[src/rtl/nddi_pkg.sv]
`timescale 1ns / 1ps
`default_nettype none
// ---------------------------------------------------------------------------
// nddi_pkg
// Shared types and constants for the Newton divided-difference core.
// ---------------------------------------------------------------------------
package nddi_pkg;

  localparam int MAX_POINTS_DEF = 16;
  localparam int DATA_W         = 32;
  localparam int FRAC_W         = 16;
  localparam logic signed [DATA_W-1:0] Q_ONE = 32'sd65536;

  // divider: dividend |num| << 16 fits 49 bits, divisor |den| fits 33 bits
  localparam int DVD_W = 49;
  localparam int DVS_W = 33;
  localparam int DCNT_W = $clog2(DVD_W + 1);

  typedef enum logic [2:0] {
    ST_OK     = 3'd0,
    ST_EMPTY  = 3'd1,
    ST_REPEAT = 3'd2,
    ST_SAT    = 3'd3,
    ST_FULL   = 3'd4
  } status_t;

endpackage

`default_nettype wire

[src/rtl/nddi_div.sv]
`timescale 1ns / 1ps
`default_nettype none
// ---------------------------------------------------------------------------
// nddi_div
// Unsigned restoring divider, one quotient bit per cycle.
// ---------------------------------------------------------------------------
module nddi_div
  import nddi_pkg::*;
(
  input  wire logic             clk,
  input  wire logic             rst,
  input  wire logic             start,
  input  wire logic [DVD_W-1:0] dividend,
  input  wire logic [DVS_W-1:0] divisor,
  output logic                  done,
  output logic      [DVD_W-1:0] quotient
);

  logic              busy;
  logic [DCNT_W-1:0] ctr;
  logic [DVS_W-1:0]  dvs;
  logic [DVS_W-1:0]  rem;
  logic [DVS_W:0]    trial;
  logic              fits;

  assign trial = {rem, quotient[DVD_W-1]};
  assign fits  = trial >= {1'b0, dvs};

  always_ff @(posedge clk) begin
    if (rst) begin
      busy <= 1'b0;
      done <= 1'b0;
      ctr  <= '0;
    end else begin
      done <= busy && (ctr == DCNT_W'(1));
      if (start) begin
        busy     <= 1'b1;
        ctr      <= DCNT_W'(DVD_W);
        dvs      <= divisor;
        rem      <= '0;
        quotient <= dividend;
      end else if (busy) begin
        rem      <= fits ? DVS_W'(trial - {1'b0, dvs}) : trial[DVS_W-1:0];
        quotient <= {quotient[DVD_W-2:0], fits};
        ctr      <= ctr - DCNT_W'(1);
        if (ctr == DCNT_W'(1)) begin
          busy <= 1'b0;
        end
      end
    end
  end

endmodule

`default_nettype wire

[config.mk]
export PLATFORM = sky130hd
export DESIGN_NAME = nddi_div
export DESIGN_NICKNAME = d
export VERILOG_FILES = /design/src/rtl/nddi_pkg.sv /design/src/rtl/nddi_div.sv
export SDC_FILE = /design/constraint.sdc
export NUM_CORES = 1
export LEC_CHECK = 0
export ABC_AREA = 1
export BUFFER_PORTS_ARGS = -buffer_cell sky130_fd_sc_hd__buf_2
export CAP_MARGIN = 20
export CORE_UTILIZATION = 52
export DETAILED_ROUTE_END_ITERATION = 6
export PLACE_DENSITY = 0.82
export SYNTH_ARGS = -nofsm -noshare
export SYNTH_HDL_FRONTEND = slang
export SYNTH_SLANG_ARGS = --single-unit
export TNS_END_PERCENT = 10
[constraint.sdc]
create_clock -name clk -period 6.2 [get_ports clk]
set_input_delay 1.86 -clock clk [delete_from_list [all_inputs] [get_ports clk]]
set_output_delay 1.86 -clock clk [all_outputs]
set_load 0.03 [all_outputs]
==> metrics.yaml <==
holdWs_ns: 0.502
maxSlewViolCount: 0
layout_min_cycle_time_ns: 3.76
fp.dieH_um: 124
tns_ns: 0
grt_pass1_vias: 6272
port_buffers: 134
holdBufCountCts: 0
grt_first_pass_wirelength_um: 30100
fp.coreArea_um2: 14600
ios: 135
cp-start-kind: "input pin"
ys_seq_elements: 123
grt_overflow: 0
power_density_nw_per_um2: 322
cts_root_buffer: "clkbuf_16"
htree_levels: 4
area.growth.synth_to_final_pct: 19.1
wl_um: 18300
finalPower_uw: 2980
grt_max_degree: 84
hpwl_um: 13000
vias: 6761
cts_setup_buffers: 0
synth_top_family_by_area: "simple AND/OR/NAND/NOR gates"
slew_headroom_pct: 42.2
cts_tree: "yes"
worstPathRequired_ns: 6.29
fin_nets: 1263
rsz0062_at_grt: "false"
drcViolationCount: 0
finalWeightedCongestion: 0.931
grt_use_met1_pct: 31.4
place_ws_ns: 1.74
diodes: 0
setup_viol: 0
die_area_um2: 15500
timing.fmax_ghz: 0.266
synth_xor_xnor_area_share_pct: 1.91
max_slew.worst_pin.slew_ns: 0.866
drt-pass1-iter-count: 5
synth.cell_area_um2: 7790
finalHoldViolCount: 0
avgSynthCellArea_um2: 7.73
outcome: "finished clean"
cts_sinks: 123
finalWorstSetupSlack_ns: 2.44
cts-resized-gates: 0
arrival_ns: 3.85
max_cap_viol_count: 0
drive_above_1_share_pct: 19.0
worst_setup_path_end_kind: "flop"
cts_buffers: 17
hold_class: "reg -> reg"
placed_area_um2: 8600
syn-num-nets: 1128
clk_latency_ns: 0.42
synth_compound_area_share_pct: 3.37
grtUsageMet3_pct: 5.46
yosysTopAreaCellShare_pct: 44.3
path_max_fanout: 63
synth_warnings: 0
fin_worst_skew_ns: 0.0105
critical_path.most_common_cell: "buf_4"
ir_worst_vdd_mv: 0.247
first_iter_violations: 490
ys_top_cells_by_area: "edfxtp_1, nand2_1, inv_1"
yosysTopAreaCell: "edfxtp_1"
synth-adder-area-share_pct: 5.88
clock_path_buffers: 2
synthMuxAreaShare_pct: 0
syn_inst: 1007
seq_area_frac_synth_pct: 46.4
avgRoutedWirePerCell_um: 13.7
fin_area_um2: 9270
synthSimpleGateAreaFrac_pct: 33.7
top_usage_layer: "met2"
slowest_stage: "buf_4"
fin_crit_sh_pct: 60.6
fp.dieW_um: 124
cp_cell_sequence: "buf_2 > buf_4 > inv_2 > nor2_4 > buf_4 > inv_1 > nand2_4 > buf_16"
antenna_found_initial: 0
via_per_inst: 5.05
synth_cell_type_count: 44
critPathMaxStageDelay_ns: 0.42
path_class: "in -> reg"
grtUsageTotal_pct: 24.6
p_leak_uw: 0.00477
rows: 44
grt_util_met2_pct: 40.3
start_util_pct: 53.4
ant_nets: 0
clk_pin_slew_ns: 0.06
## critical path: cells and delay by family
| kind | cells | cell delay [ns] |
|---|---|---|
| buffers and inverters | 6 | 1.54 |
| and+or+nand+nor | 2 | 0.40 |
## final timing paths
path	slack, ns	cells past startpoint	end	start
worst max-delay path	2.44	8	rem[21]	start
worst min-delay path	0.50	2	ctr[4]	ctr[4]
worst max register to register	3.42	13	rem[5]	quotient[48]
worst min register to register	0.50	2	ctr[4]	ctr[4]
## state kept, by name, summed over array words and instances (netlist names)
signal    flops
busy          1
ctr           6
done          1
dvs          33
quotient     49
rem          33
## through the flow
step                instances  utilization, %
finish                   1339            63.6
global placement         1306            58.9
floorplan                1007               -
CTS                      1338            63.4
detailed placement       1306            58.9
global route             1339            63.6
## synthesized netlist by cell type (all sizes together)
cell type  count
and3           1
o21bai         5
nor2         134
or2            2
a31oi          1
nand4          5
clkbuf         8
and2           1
a21o           1
nand3         25
o21a           1
nand3b        28
xnor2          2
nor3           3
a211oi         1
nor3b          1
buf           14
nand2        414
o21ai         10
a21oi         27
fa             1
dfxtp          8
inv          147
xor2          15
ha            35
edfxtp       115
nor4           2
## routing by layer
layer	wire length, µm	up-vias
li1	-	3432
met3	1350	24
met4	352	0
met5	0	-
met1	7850	3042
met2	8780	263
## placed cells by master, fill, tap and decap left out, types with 3 or more instances in the layout
| cell type | netlist | routed |
|---|---|---|
| inv_1 | 134 | 133 |
| buf_4 | 2 | 3 |
| edfxtp_1 | 115 | 115 |
| a21oi_1 | 25 | 25 |
| nand2_1 | 403 | 402 |
| o21ai_0 | 9 | 9 |
| nand4_1 | 5 | 5 |
| nand2_2 | 9 | 9 |
| inv_6 | 1 | 3 |
| buf_2 | 5 | 134 |
| o21bai_1 | 5 | 5 |
| xor2_1 | 15 | 15 |
| clkbuf_16 | 0 | 17 |
| nor2_1 | 117 | 116 |
| nand3b_1 | 28 | 28 |
| clkinv_4 | 0 | 3 |
| nand3_1 | 23 | 23 |
| dfxtp_1 | 8 | 8 |
| bufinv_16 | 0 | 5 |
| nor2_2 | 16 | 16 |
| ha_1 | 35 | 35 |
| inv_2 | 12 | 13 |
## final cells by class
type	instances	area, µm²
clock buffer	17	425
clock inverter	15	219
fill	1226	5320
inverter	147	557
multi-input combinational	715	3510
sequential	123	3610
tap	184	230
timing repair buffer	138	721
## power breakdown
group          total [µW]  switching [µW]  internal (µW)
clock                1100             383            713
combinational         825             549            276
sequential           1060            41.9           1020
## logic make-up after synthesis
group                    after synthesis
AO/OA/AOI/OAI                         46
XOR/XNOR                              17
adder cells (fa/ha/maj)               36
buffers and inverters                169
flip-flops                           123
AND/OR/NAND/NOR                      616
Note: power is estimated with default switching activity, not from simulation.
