==> src/rtl/nddi_ram.sv <==
`timescale 1ns / 1ps
`default_nettype none
// ---------------------------------------------------------------------------
// nddi_ram
// Simple dual-port RAM, one write and one registered read port.
// ---------------------------------------------------------------------------
module nddi_ram #(
  parameter int WIDTH = 32,
  parameter int DEPTH = 16
) (
  input  wire logic                     clk,
  input  wire logic                     we,
  input  wire logic [$clog2(DEPTH)-1:0] waddr,
  input  wire logic [WIDTH-1:0]         wdata,
  input  wire logic [$clog2(DEPTH)-1:0] raddr,
  output logic      [WIDTH-1:0]         rdata
);

  logic [WIDTH-1:0] mem [DEPTH];

  always_ff @(posedge clk) begin
    if (we) begin
      mem[waddr] <= wdata;
    end
    rdata <= mem[raddr];
  end

endmodule

`default_nettype wire

==> config.mk <==
export PLATFORM = sky130hd
export DESIGN_NAME = nddi_ram
export DESIGN_NICKNAME = d
export VERILOG_FILES = /design/src/rtl/nddi_ram.sv
export SDC_FILE = /design/constraint.sdc
export NUM_CORES = 1
export LEC_CHECK = 0
export ABC_CLOCK_PERIOD_IN_PS = 10800
export BUFFER_PORTS_ARGS = -buffer_cell sky130_fd_sc_hd__buf_4
export CAP_MARGIN = 10
export CELL_PAD_IN_SITES_DETAIL_PLACEMENT = 0
export CELL_PAD_IN_SITES_GLOBAL_PLACEMENT = 1
export CORE_ASPECT_RATIO = 1.2
export CORE_MARGIN = 2
export CORE_UTILIZATION = 59
export DETAILED_ROUTE_END_ITERATION = 6
export PLACE_DENSITY = 0.84
export SYNTH_ARGS = -nofsm -noshare
export SYNTH_HDL_FRONTEND = slang
export SYNTH_SLANG_ARGS = --single-unit
==> constraint.sdc <==
create_clock -name clk -period 10.8 [get_ports clk]
set_clock_uncertainty 0.2 [all_clocks]
set_input_delay 1.62 -clock clk [delete_from_list [all_inputs] [get_ports clk]]
set_output_delay 1.62 -clock clk [all_outputs]
set_load 0.005 [all_outputs]
==> results of run 1 <==
-- worst paths after layout --
| kind | end | slack [ps] |
|---|---|---|
| worst min-delay path | rdata[19]$_DFF_P_ | 460 |
| worst min register to register | rdata[19]$_DFF_P_ | 460 |
| worst max register to register | rdata[18]$_DFF_P_ | 9260 |
| worst max-delay path | rdata[18]$_DFF_P_ | 6740 |
-- worst reg2reg max path, delay by kind of cell, from the launching register on --
| kind | cells | cell delay (ps) |
|---|---|---|
| AO/OA/AOI/OAI | 1 | 240 |
| AND/OR/NAND/NOR | 1 | 80 |
| multiplexers | 1 | 510 |
| flip-flops | 1 | 400 |
-- power by group through the flow --
stage	combinational (mW)	clock [mW]	sequential, mW
6_report	0.208	1.73	2.38
5_1_grt	0.224	1.83	2.38
4_1_cts	0.210	1.75	2.38
3_5_place_dp	0.208	0	2.42
3_3_place_gp	0.203	0	2.42
2_1_floorplan	0.113	0	2.42
-- Yosys cell counts, drive strengths merged --
library cell	count	area, um2
a22oi	64	480
and2	1	6.26
buf	26	159
clkbuf	17	63.8
dfxtp	32	641
edfxtp	512	15400
mux4	128	2880
nand2	33	124
nand2b	2	12.5
nand3	1	5.00
nand3b	2	15.0
nor2	13	48.8
nor2b	2	12.5
nor3	4	20.0
or3b	1	8.76
-- metal layers --
layer / vias up / part of all wire / GRT usage / routed length (um)
met5: - / 0.00066 / 0 / 27
met3: 91 / 0.084 / 0.0460 / 3410
met1: 4774 / 0.38 / 0.344 / 15700
met2: 437 / 0.50 / 0.390 / 20600
li1: 3768 / - / - / -
met4: 4 / 0.027 / 0.0823 / 1120
-- through the flow --
| stage | power, mW | utilization | cells |
|---|---|---|---|
| after floorplan | 2.53 | - | 838 |
| after global placement | 2.62 | 0.635 | 1339 |
| after detailed placement | 2.63 | 0.635 | 1339 |
| after CTS | 4.33 | 0.683 | 1427 |
| after global routing | 4.43 | 0.683 | 1427 |
| final | 4.31 | 0.683 | 1428 |
-- layout make-up --
type	instances	area (um2)
flip-flops and latches	544	16000
fillers	1993	10500
multi-input cells	251	3750
clock buffers	56	1260
repair buffers	94	712
well taps	450	563
clock inverters	32	333
diodes	1	2.50
-- state kept, by name, indices dropped and copies added, names as in the netlist --
register and cells:
mem 512, rdata 32
-- cells by family (layout without fill, tap and decap cells) --
kind of cell,after synthesis,after routing,synth area share
buf+inv,43,182,0.0112
compound gates,64,64,0.0242
other cells,0,1,0
simple gates,59,59,0.0127
mux,128,128,0.145
flops,544,544,0.807
==> impl_metrics.sql, run 1 <==
INSERT INTO impl_metrics (metric_group, metric, value, unit) VALUES
('run_status', 'run_status', 'finished, final reports clean', ''),
('timing', 'timing.final.max_slew_violations', '0', ''),
('critical_path', 'critical_path.slowest_cell', 'buf_4', ''),
('timing', 'unrepaired_setup_endpoints_after_global_routing', 'false', ''),
('critical_path', 'cp_data_required_time', '11050', 'ps'),
('synth', 'ys_seq_elements', '544', ''),
('worst_hold_path', 'hp-start', 'mem[15][19]$_DFFE_PP_', ''),
('drt', 'routedWlPerCell', '28.6', 'um'),
('critical_path', 'worstPathCellList', 'clkbuf_8 -> buf_4 -> mux4_2 -> a22oi_1 -> nand2_1', ''),
('critical_path', 'crit_path_start_kind', 'input port', ''),
('critical_path', 'crit_type', 'in2reg', ''),
('clock_network', 'insertion_delay', '560', 'ps'),
('clock_network', 'clkSlewWorstSetupHoldPaths', '60', 'ps'),
('floorplanning', 'fp_rows', '73', ''),
('pwr', 'comb_power_share', '0.048', ''),
('drt', 'vias_per_cell', '6.35', ''),
('clock_network', 'cts_repair_resize_count', '0', ''),
('cells_and_area', 'postLayoutCellArea', '22600', 'um2'),
('clock_network', 'clock_sink_count', '544', ''),
('placed_design', 'placed_cell_area', '21000', 'um2'),
('placed_design', 'portBuffers', '73', ''),
('global_routing', 'grt_overflow', '0', ''),
('global_routing', 'number_of_global_route_vias_before_repair', '9361', ''),
('pwr', 'ir_drop', '0.111', 'mV'),
('cells_and_area', 'design.final.nets', '981', ''),
('critical_path', 'r2r.worst_path.cells', '3', ''),
('floorplanning', 'design.portCount', '74', ''),
('timing', 'final-hold-violation-count', '0', ''),
('critical_path', 'critical_path.reg2reg.startpoint', 'mem[11][18]$_DFFE_PP_', ''),
('critical_path', 'critical_path.n_buffers_inverters', '2', ''),
('placed_design', 'placement.setup.worst_slack', '6120', 'ps'),
('critical_path', 'critPathMaxFanout', '80', ''),
('timing', 'timing.setup.tns', '0', 'ps'),
('worst_hold_path', 'hold_path.class', 'reg2reg', ''),
('cells_and_area', 'area.growth.synth_to_final', '14.0', '%'),
('flow_run', 'maxCapViolCount', '0', ''),
('critical_path', 'timing.critical_path.max_delay_family', 'buffers and inverters', ''),
('clock_network', 'cts_tree', 'built', ''),
('drt', 'drc_errors', '0', ''),
('drt', 'total_vias_in_the_final_route', '9074', ''),
('cells_and_area', 'layout.cells.most_common', 'edfxtp_1', ''),
('drt', 'router_iterations_before_antenna_repair', '5', ''),
('timing', 'worstMarginPinSlew', '1090', 'ps'),
('drt', 'final_antenna_net_count', '0', ''),
('timing', 'post-route-min-period', '4060', 'ps'),
('synth', 'synth.net_count', '880', ''),
('synth', 'avgSynthCellArea', '23.7', 'um2'),
('pwr', 'leakagePower', '7.27', 'nW'),
('pwr', 'power_per_cell_area', '191', 'nW/um2'),
('pwr', 'net-switching-power', '857', 'uW'),
('timing', 'timing.final.crit_share', '0.376', ''),
('cells_and_area', 'post_route_cells_drive_above_1_share', '0.319', ''),
('critical_path', 'cp.arrival', '4310', 'ps'),
('critical_path', 'crit_path_launch', 'raddr[0]', ''),
('cells_and_area', 'final_cell_mix', '512 x edfxtp_1, 128 x mux4_2, 93 x buf_4', ''),
('pwr', 'switching_share', '0.199', ''),
('timing', 'maxSlewHeadroom', '0.270', ''),
('clock_network', 'cts_post_setup_buffers_inserted', '0', ''),
('synth', 'netlist-cell-type-count', '18', ''),
('critical_path', 'max_stage_delay', '900', 'ps'),
('pwr', 'internal-power', '3.46', 'mW'),
('floorplanning', 'die_span_y', '205', 'um'),
('placed_design', 'detailed_place_hpwl', '18000', 'um'),
('drt', 'routed_wirelength', '40800', 'um'),
('timing', 'timing.final.setup_violations', '0', ''),
('global_routing', 'grt.total_usage', '0.243', ''),
('clock_network', 'cts_max_path_buffers', '3', ''),
('synth', 'syn-cell-area', '19900', 'um2'),
('synth', 'number_of_warnings_reported_in_the_yosys_synthesis_log', '0', ''),
('pwr', 'power.sequential.fraction', '0.551', ''),
('floorplanning', 'die_area', '35100', 'um2');
(Power assumes the default switching activity.)
==> inputs of run 2 (changes only) <==
- ABC_CLOCK_PERIOD_IN_PS: 10800 -> 3200
- CORE_UTILIZATION: 59 -> 49
- PLACE_DENSITY: 0.84 -> 0.75
- clock period: 10.8 -> 3.2 ns (I/O delays scaled with it)
==> run 2 against run 1 <==
Setup slack worse by 5400 ps. Final area up 3.4%. Routed wire length down 1.2%. Critical path type unchanged. Utilization down 9.5 points. Global-route usage down 4.7 points. Hold slack worse by 440 ps. Sequential power rose to 3.4 times the previous value. Combinational power rose to 3.7 times the previous value. Register-to-register slack worse by 7700 ps.
==> impl_metrics.sql, run 2 (synthesized netlist as in run 1, its figures left out) <==
INSERT INTO impl_metrics (metric_group, metric, value, unit) VALUES
('run_status', 'run_status', 'finished, final reports clean', ''),
('global_routing', 'number_of_global_route_vias_before_repair', '9402', ''),
('flow_run', 'maxCapViolCount', '0', ''),
('global_routing', 'grt_pass1_wl', '60700', 'um'),
('worst_hold_path', 'hold_path.class', 'in2reg', ''),
('cells_and_area', 'design.final.nets', '1007', ''),
('pwr', 'power_per_cell_area', '650', 'nW/um2'),
('drt', 'met3WireLength', '2710', 'um'),
('floorplanning', 'die_span_y', '225', 'um'),
('floorplanning', 'initial_utilization', '0.498', ''),
('drt', 'routed_wirelength', '40300', 'um'),
('clock_network', 'clock_sink_count', '544', ''),
('cells_and_area', 'final_cell_mix', '512 x edfxtp_1, 128 x mux4_2, 87 x buf_4', ''),
('worst_hold_path', 'timing.hold.worst_path_depth', '1', ''),
('clock_network', 'cts_hold_buffers', '11', ''),
('clock_network', 'cts_tree', 'built', ''),
('floorplanning', 'fp_rows', '80', ''),
('timing', 'timing.final.crit_share', '0.597', ''),
('clock_network', 'cts_made_buffers', '51', ''),
('cells_and_area', 'register_with_the_highest_flop_count', 'mem', ''),
('cells_and_area', 'multi_input_comb_area', '3770', 'um2'),
('drt', 'router_iterations_before_antenna_repair', '5', ''),
('floorplanning', 'die_area', '42200', 'um2'),
('critical_path', 'crit_type', 'in2reg', ''),
('clock_network', 'cts_post_setup_buffers_inserted', '0', ''),
('critical_path', 'reg2reg_slack', '1590', 'ps'),
('critical_path', 'cp.arrival', '1960', 'ps'),
('timing', 'fmax', '524', 'MHz'),
('floorplanning', 'design.portCount', '74', ''),
('timing', 'unrepaired_setup_endpoints_after_global_routing', 'false', ''),
('timing', 'post-route-min-period', '1910', 'ps'),
('clock_network', 'clkSlewWorstSetupHoldPaths', '60', 'ps'),
('drt', 'drt-initial-drc-count', '1003', ''),
('pwr', 'clock_power_share', '0.423', ''),
('critical_path', 'capture_instance_of_the_worst_register_to_register_path', 'rdata[6]$_DFF_P_', ''),
('timing', 'final-hold-violation-count', '0', ''),
('drt', 'vias_per_cell', '5.90', ''),
('drt', 'met1_length', '16500', 'um'),
('floorplanning', 'die-width', '188', 'um'),
('global_routing', 'grt_overflow', '0', ''),
('floorplanning', 'core_region_area', '39800', 'um2'),
('pwr', 'switching_share', '0.195', ''),
('cells_and_area', 'flip_flop_count_of_the_largest_register_after_layout', '512', ''),
('drt', 'drc_errors', '0', ''),
('cells_and_area', 'number_of_diodes_added_for_antenna_fixing', '0', ''),
('pwr', 'ir_drop', '0.359', 'mV'),
('drt', 'wl_met2', '20300', 'um'),
('pwr', 'leakagePower', '7.56', 'nW'),
('worst_hold_path', 'min_delay_worst_endpoint', 'mem[13][25]$_DFFE_PP_', ''),
('worst_hold_path', 'hp-start', 'wdata[25]', ''),
('clock_network', 'cts_root_buffer', 'clkbuf_16', ''),
('global_routing', 'grt.total_usage', '0.197', ''),
('placed_design', 'portBuffers', '73', ''),
('cells_and_area', 'largestRegisters', 'mem (512), rdata (32)', ''),
('pwr', 'internal-power', '12.2', 'mW'),
('critical_path', 'cp_data_required_time', '3250', 'ps'),
('drt', 'uppermost_layer_routed', 'met4', ''),
('critical_path', 'cp-end-kind', 'register', ''),
('placed_design', 'placed_cell_area', '21500', 'um2'),
('timing', 'timing.final.max_slew_violations', '0', ''),
('critical_path', 'r2r.worst_path.cells', '3', ''),
('timing', 'timing.setup.tns', '0', 'ps'),
('drt', 'routedWlPerCell', '26.2', 'um'),
('cells_and_area', 'post_route_cells_drive_above_1_share', '0.335', ''),
('clock_network', 'cts_max_path_buffers', '3', ''),
('critical_path', 'crit_path_start_kind', 'input port', ''),
('placed_design', 'place.gp.congestion', '0.736', ''),
('cells_and_area', 'layout.cells.most_common', 'edfxtp_1', ''),
('cells_and_area', 'area.growth.synth_to_final', '17.9', '%'),
('critical_path', 'critical_path.reg2reg.startpoint', 'mem[1][6]$_DFFE_PP_', ''),
('drt', 'total_vias_in_the_final_route', '9091', ''),
('cells_and_area', 'number_of_fill_cells_in_the_layout', '2860', ''),
('timing', 'worstMarginPinSlew', '712', 'ps'),
('global_routing', 'antenna_found_initial', '0', ''),
('pwr', 'comb_power_share', '0.050', ''),
('clock_network', 'ctsHtreeMaxLevel', '2', ''),
('critical_path', 'critPathMaxFanout', '12', ''),
('pwr', 'power', '15.2', 'mW'),
('timing', 'timing.final.setup_violations', '0', ''),
('drt', 'final_antenna_net_count', '0', ''),
('placed_design', 'detailed_place_hpwl', '21100', 'um'),
('pwr', 'power.sequential.fraction', '0.527', ''),
('clock_network', 'cts_repair_resize_count', '0', ''),
('pwr', 'net-switching-power', '2.97', 'mW'),
('timing', 'maxSlewHeadroom', '0.525', ''),
('global_routing', 'grt_max_degree', '68', ''),
('cells_and_area', 'area.sequential', '16000', 'um2'),
('cells_and_area', 'postLayoutCellArea', '23400', 'um2'),
('clock_network', 'insertion_delay', '570', 'ps');
==> run 2: cell count changes in the layout (fill, tap and decap cells not counted), moves of 2 or more <==
cell,before,now
clkbuf_1,6,8
dlygate4sd3_1,0,11
clkbuf_16,49,53
bufinv_16,7,9
clkinv_1,13,5
nor3_2,4,0
clkbuf_8,2,9
nor3_4,0,4
buf_4,93,87
buf_12,0,18
==> run 2: worst max path at each step <==
stage          cells after the start      from                     to
5_1_grt                            5  raddr[0]       rdata[6]$_DFF_P_
3_3_place_gp                       4  waddr[2]  mem[10][26]$_DFFE_PP_
3_5_place_dp                       4  waddr[2]  mem[11][25]$_DFFE_PP_
2_1_floorplan                      2  waddr[2]    mem[1][0]$_DFFE_PP_
6_report                           4  waddr[2]    mem[9][9]$_DFFE_PP_
4_1_cts                            4  waddr[2]  mem[10][27]$_DFFE_PP_
==> run 2: critical path: stages <==
cell      delay (ps)
buf_4            120
nand3b_1         450
nor2_4           570
buf_4            340
==> run 2: power groups by stage <==
stage | clock, mW | combinational [mW] | sequential, mW
floorplan | 0 | 0.383 | 8.16
global placement | 0 | 0.746 | 8.16
detailed placement | 0 | 0.758 | 8.17
CTS | 6.55 | 0.775 | 8.02
global route | 6.82 | 0.820 | 8.02
finish | 6.44 | 0.760 | 8.01
==> run 2: routing by layer <==
| layer | GRT usage | vias up |
|---|---|---|
| met4 | 0.0584 | 0 |
| met1 | 0.277 | 4842 |
| met2 | 0.324 | 348 |
| met3 | 0.0295 | 66 |
| met5 | 0 | - |
| li1 | - | 3835 |
==> run 2: metrics by stage <==
step                hold WS [ps]  utilization  std cells  setup slack, ps
floorplan                    379            -        838              212
global placement             450        0.539       1434              747
detailed placement           454        0.539       1434              694
CTS                        0.767        0.588       1540             1290
global route                7.30        0.588       1540             1250
finish                      21.8        0.588       1540             1290
==> run 2: cell type report <==
cell class / instances / area share
clock inverter: 26 / 0.0152
clock buffer: 69 / 0.0626
multi-input combinational: 251 / 0.161
timing repair buffer: 117 / 0.0486
sequential: 544 / 0.684
tap: 533 / 0.0285
==> inputs of run 3 (changes only) <==
- ABC_CLOCK_PERIOD_IN_PS: 3200 -> 1570
- clock period: 3.2 -> 1.57 ns (I/O delays scaled with it)
==> run 3 against run 2 <==
Die area unchanged. Cell count increased by 5.4%. Total power increased by 100%. Combinational power increased by 130%. Via count increased by 2.7%. Sequential cell count unchanged. Non-clock buffer count increased by 85. Critical path depth decreased by 1. Clock power increased by 97%. Highest routed layer unchanged. Utilization increased by 2.6 points. Final area increased by 4.4%. Sequential share of layout area decreased by 2.8 points.
==> impl_metrics.sql, run 3 (synthesized netlist as in run 1, its figures left out) <==
INSERT INTO impl_metrics (metric_group, metric, value, unit) VALUES
('timing', 'fmax', '653', 'MHz'),
('flow_run', 'maxCapViolCount', '0', ''),
('cells_and_area', 'final_cell_mix', '512 x edfxtp_1, 128 x mux4_2, 122 x buf_4', ''),
('critical_path', 'max_stage_delay', '460', 'ps'),
('critical_path', 'cp-end-kind', 'register', ''),
('timing', 'timing.final.setup_violations', '0', ''),
('critical_path', 'cp.arrival', '1770', 'ps'),
('global_routing', 'grt_overflow', '0', ''),
('floorplanning', 'die_area', '42200', 'um2'),
('cells_and_area', 'fin_util', '0.613', ''),
('cells_and_area', 'design.final.nets', '1091', ''),
('critical_path', 'worstPathCellList', 'mux4_2 -> a22oi_1 -> nand2_1', ''),
('floorplanning', 'fp_rows', '80', ''),
('critical_path', 'r2r.worst_path.cells', '3', ''),
('timing', 'timing.final.crit_share', '0.975', ''),
('placed_design', 'dpl.cell_count', '1498', ''),
('worst_hold_path', 'timing.hold.worst_path_depth', '5', ''),
('clock_network', 'cts_post_setup_buffers_inserted', '0', ''),
('critical_path', 'critical_path.slowest_cell', 'mux4_2', ''),
('cells_and_area', 'area.growth.synth_to_final', '23.1', '%'),
('cells_and_area', 'layout.cells.most_common', 'edfxtp_1', ''),
('clock_network', 'cts_max_path_buffers', '3', ''),
('drt', 'vias_per_cell', '5.75', ''),
('drt', 'drc_errors', '0', ''),
('pwr', 'ir_drop', '0.941', 'mV'),
('timing', 'post-route-min-period', '1530', 'ps'),
('timing', 'hold_slack', '61.9', 'ps'),
('critical_path', 'capture_instance_of_the_worst_register_to_register_path', 'rdata[1]$_DFF_P_', ''),
('global_routing', 'grt.total_usage', '0.202', ''),
('clock_network', 'cts_root_buffer', 'clkbuf_16', ''),
('cells_and_area', 'largestRegisters', 'mem (512), rdata (32)', ''),
('placed_design', 'place.gp.congestion', '0.738', ''),
('critical_path', 'critical_path.n_buffers_inverters', '0', ''),
('drt', 'routed_wirelength', '41100', 'um'),
('drt', 'drt-initial-drc-count', '1054', ''),
('critical_path', 'critical_path_cell_count', '3', ''),
('floorplanning', 'die-width', '188', 'um'),
('timing', 'final-hold-violation-count', '0', ''),
('run_status', 'run_status', 'finished, final reports clean', ''),
('drt', 'router_iterations_before_antenna_repair', '5', ''),
('clock_network', 'clock_sink_count', '544', ''),
('placed_design', 'portBuffers', '73', ''),
('floorplanning', 'die_span_y', '225', 'um'),
('timing', 'worstMarginPinSlew', '323', 'ps'),
('worst_hold_path', 'hold_path.class', 'in2reg', ''),
('cells_and_area', 'flip_flop_count_of_the_largest_register_after_layout', '512', ''),
('critical_path', 'critPathMaxFanout', '1', ''),
('cells_and_area', 'post_layout_nonfiller_instances', '1623', ''),
('cells_and_area', 'register_with_the_highest_flop_count', 'mem', ''),
('clock_network', 'cts_made_buffers', '50', ''),
('global_routing', 'grt_max_degree', '27', ''),
('timing', 'unrepaired_setup_endpoints_after_global_routing', 'false', ''),
('placed_design', 'detailed_place_hpwl', '24300', 'um'),
('worst_hold_path', 'min_delay_worst_endpoint', 'rdata[26]$_DFF_P_', ''),
('drt', 'final_antenna_net_count', '0', ''),
('floorplanning', 'initial_utilization', '0.498', ''),
('clock_network', 'insertion_delay', '590', 'ps'),
('floorplanning', 'design.portCount', '74', ''),
('critical_path', 'crit_type', 'reg2reg', ''),
('critical_path', 'critical_path.reg2reg.startpoint', 'mem[8][1]$_DFFE_PP_', ''),
('global_routing', 'grt_pass1_wl', '62300', 'um'),
('global_routing', 'number_of_global_route_vias_before_repair', '9915', ''),
('clock_network', 'cts_tree', 'built', ''),
('drt', 'routedWlPerCell', '25.3', 'um'),
('critical_path', 'crit_path_start_kind', 'register', ''),
('cells_and_area', 'number_of_diodes_added_for_antenna_fixing', '0', ''),
('clock_network', 'ctsHtreeMaxLevel', '2', ''),
('global_routing', 'antenna_found_initial', '0', ''),
('drt', 'total_vias_in_the_final_route', '9335', ''),
('cells_and_area', 'post_route_cells_drive_above_1_share', '0.372', ''),
('timing', 'timing.final.max_slew_violations', '0', ''),
('critical_path', 'cp_data_required_time', '1810', 'ps'),
('pwr', 'leakagePower', '8.05', 'nW'),
('critical_path', 'timing.critical_path.max_delay_family', 'multiplexers', ''),
('timing', 'maxSlewHeadroom', '0.785', ''),
('clock_network', 'clkSlewWorstSetupHoldPaths', '60', 'ps'),
('critical_path', 'reg2reg_slack', '40', 'ps'),
('worst_hold_path', 'hp-start', 'raddr[3]', ''),
('floorplanning', 'core_region_area', '39800', 'um2'),
('pwr', 'power_per_cell_area', '1260', 'nW/um2');
run 3: changes by cell type in the layout (fill, tap and decap cells not counted), moves of 3 or more:
cell / previous run / this run
buf_12: 18 / 47
buf_4: 87 / 122
clkbuf_1: 8 / 12
clkbuf_16: 53 / 50
clkbuf_8: 9 / 6
clkinv_1: 5 / 2
clkinv_2: 9 / 6
clkinv_4: 0 / 3
dlygate4sd3_1: 11 / 32
run 3: routing by layer:
layer  GRT usage  wire length [um]  vias to the layer above
li1            -                 -                     4002
met1       0.286             17100                     4968
met2       0.335             20600                      318
met3      0.0354              2790                       47
met4      0.0424               587                        0
met5           0                 0                        -
run 3: timing repair:
item / 4_1_cts / 5_1_grt
endpoints found under the hold margin: 512 / 0
resized for setup: 1 / 3
cloned: 0 / 0
hold buffers: 32 / 0
setup endpoints to repair: 1 / 3
run 3: worst reg2reg max path: stages (launching register included):
cell and delay (ps):
edfxtp_1 370, mux4_2 460, a22oi_1 240, nand2_1 130
run 3: worst max path at each step:
stage | startpoint | end | slack (ps)
global route | mem[15][1]$_DFFE_PP_ | rdata[1]$_DFF_P_ | 5
finish | mem[8][1]$_DFFE_PP_ | rdata[1]$_DFF_P_ | 40
floorplan | waddr[2] | mem[0][0]$_DFFE_PP_ | -570
CTS | rdata[31]$_DFF_P_ | rdata[31] | 0.08
global placement | waddr[2] | mem[3][26]$_DFFE_PP_ | -340
detailed placement | raddr[0] | rdata[25]$_DFF_P_ | -340
run 3: area by class of cell:
type                       instances  area, um2
clock buffer                      67       1370
sequential                       544      16000
fill                            2768      15400
tap                              533        667
multi-input combinational        251       3820
clock inverter                    26        379
timing repair buffer             202       2190
run 3: stage by stage:
step | area, um2 | setup TNS, ps | setup WS, ps | power (mW)
4_1_cts | 24400 | 0 | 0.0793 | 31.0
5_1_grt | 24400 | 0 | 5.24 | 31.7
2_1_floorplan | 20200 | -118080 | -575 | 17.5
6_report | 24400 | 0 | 39.0 | 30.8
3_5_place_dp | 22400 | -113730 | -343 | 18.4
3_3_place_gp | 22400 | -108080 | -340 | 18.3
run 3: report_power, final:
group          switching [mW]  internal (mW)
Sequential              0.111           16.2
Combinational           0.855          0.895
Clock                    5.19           7.49
Total                    6.15           24.6
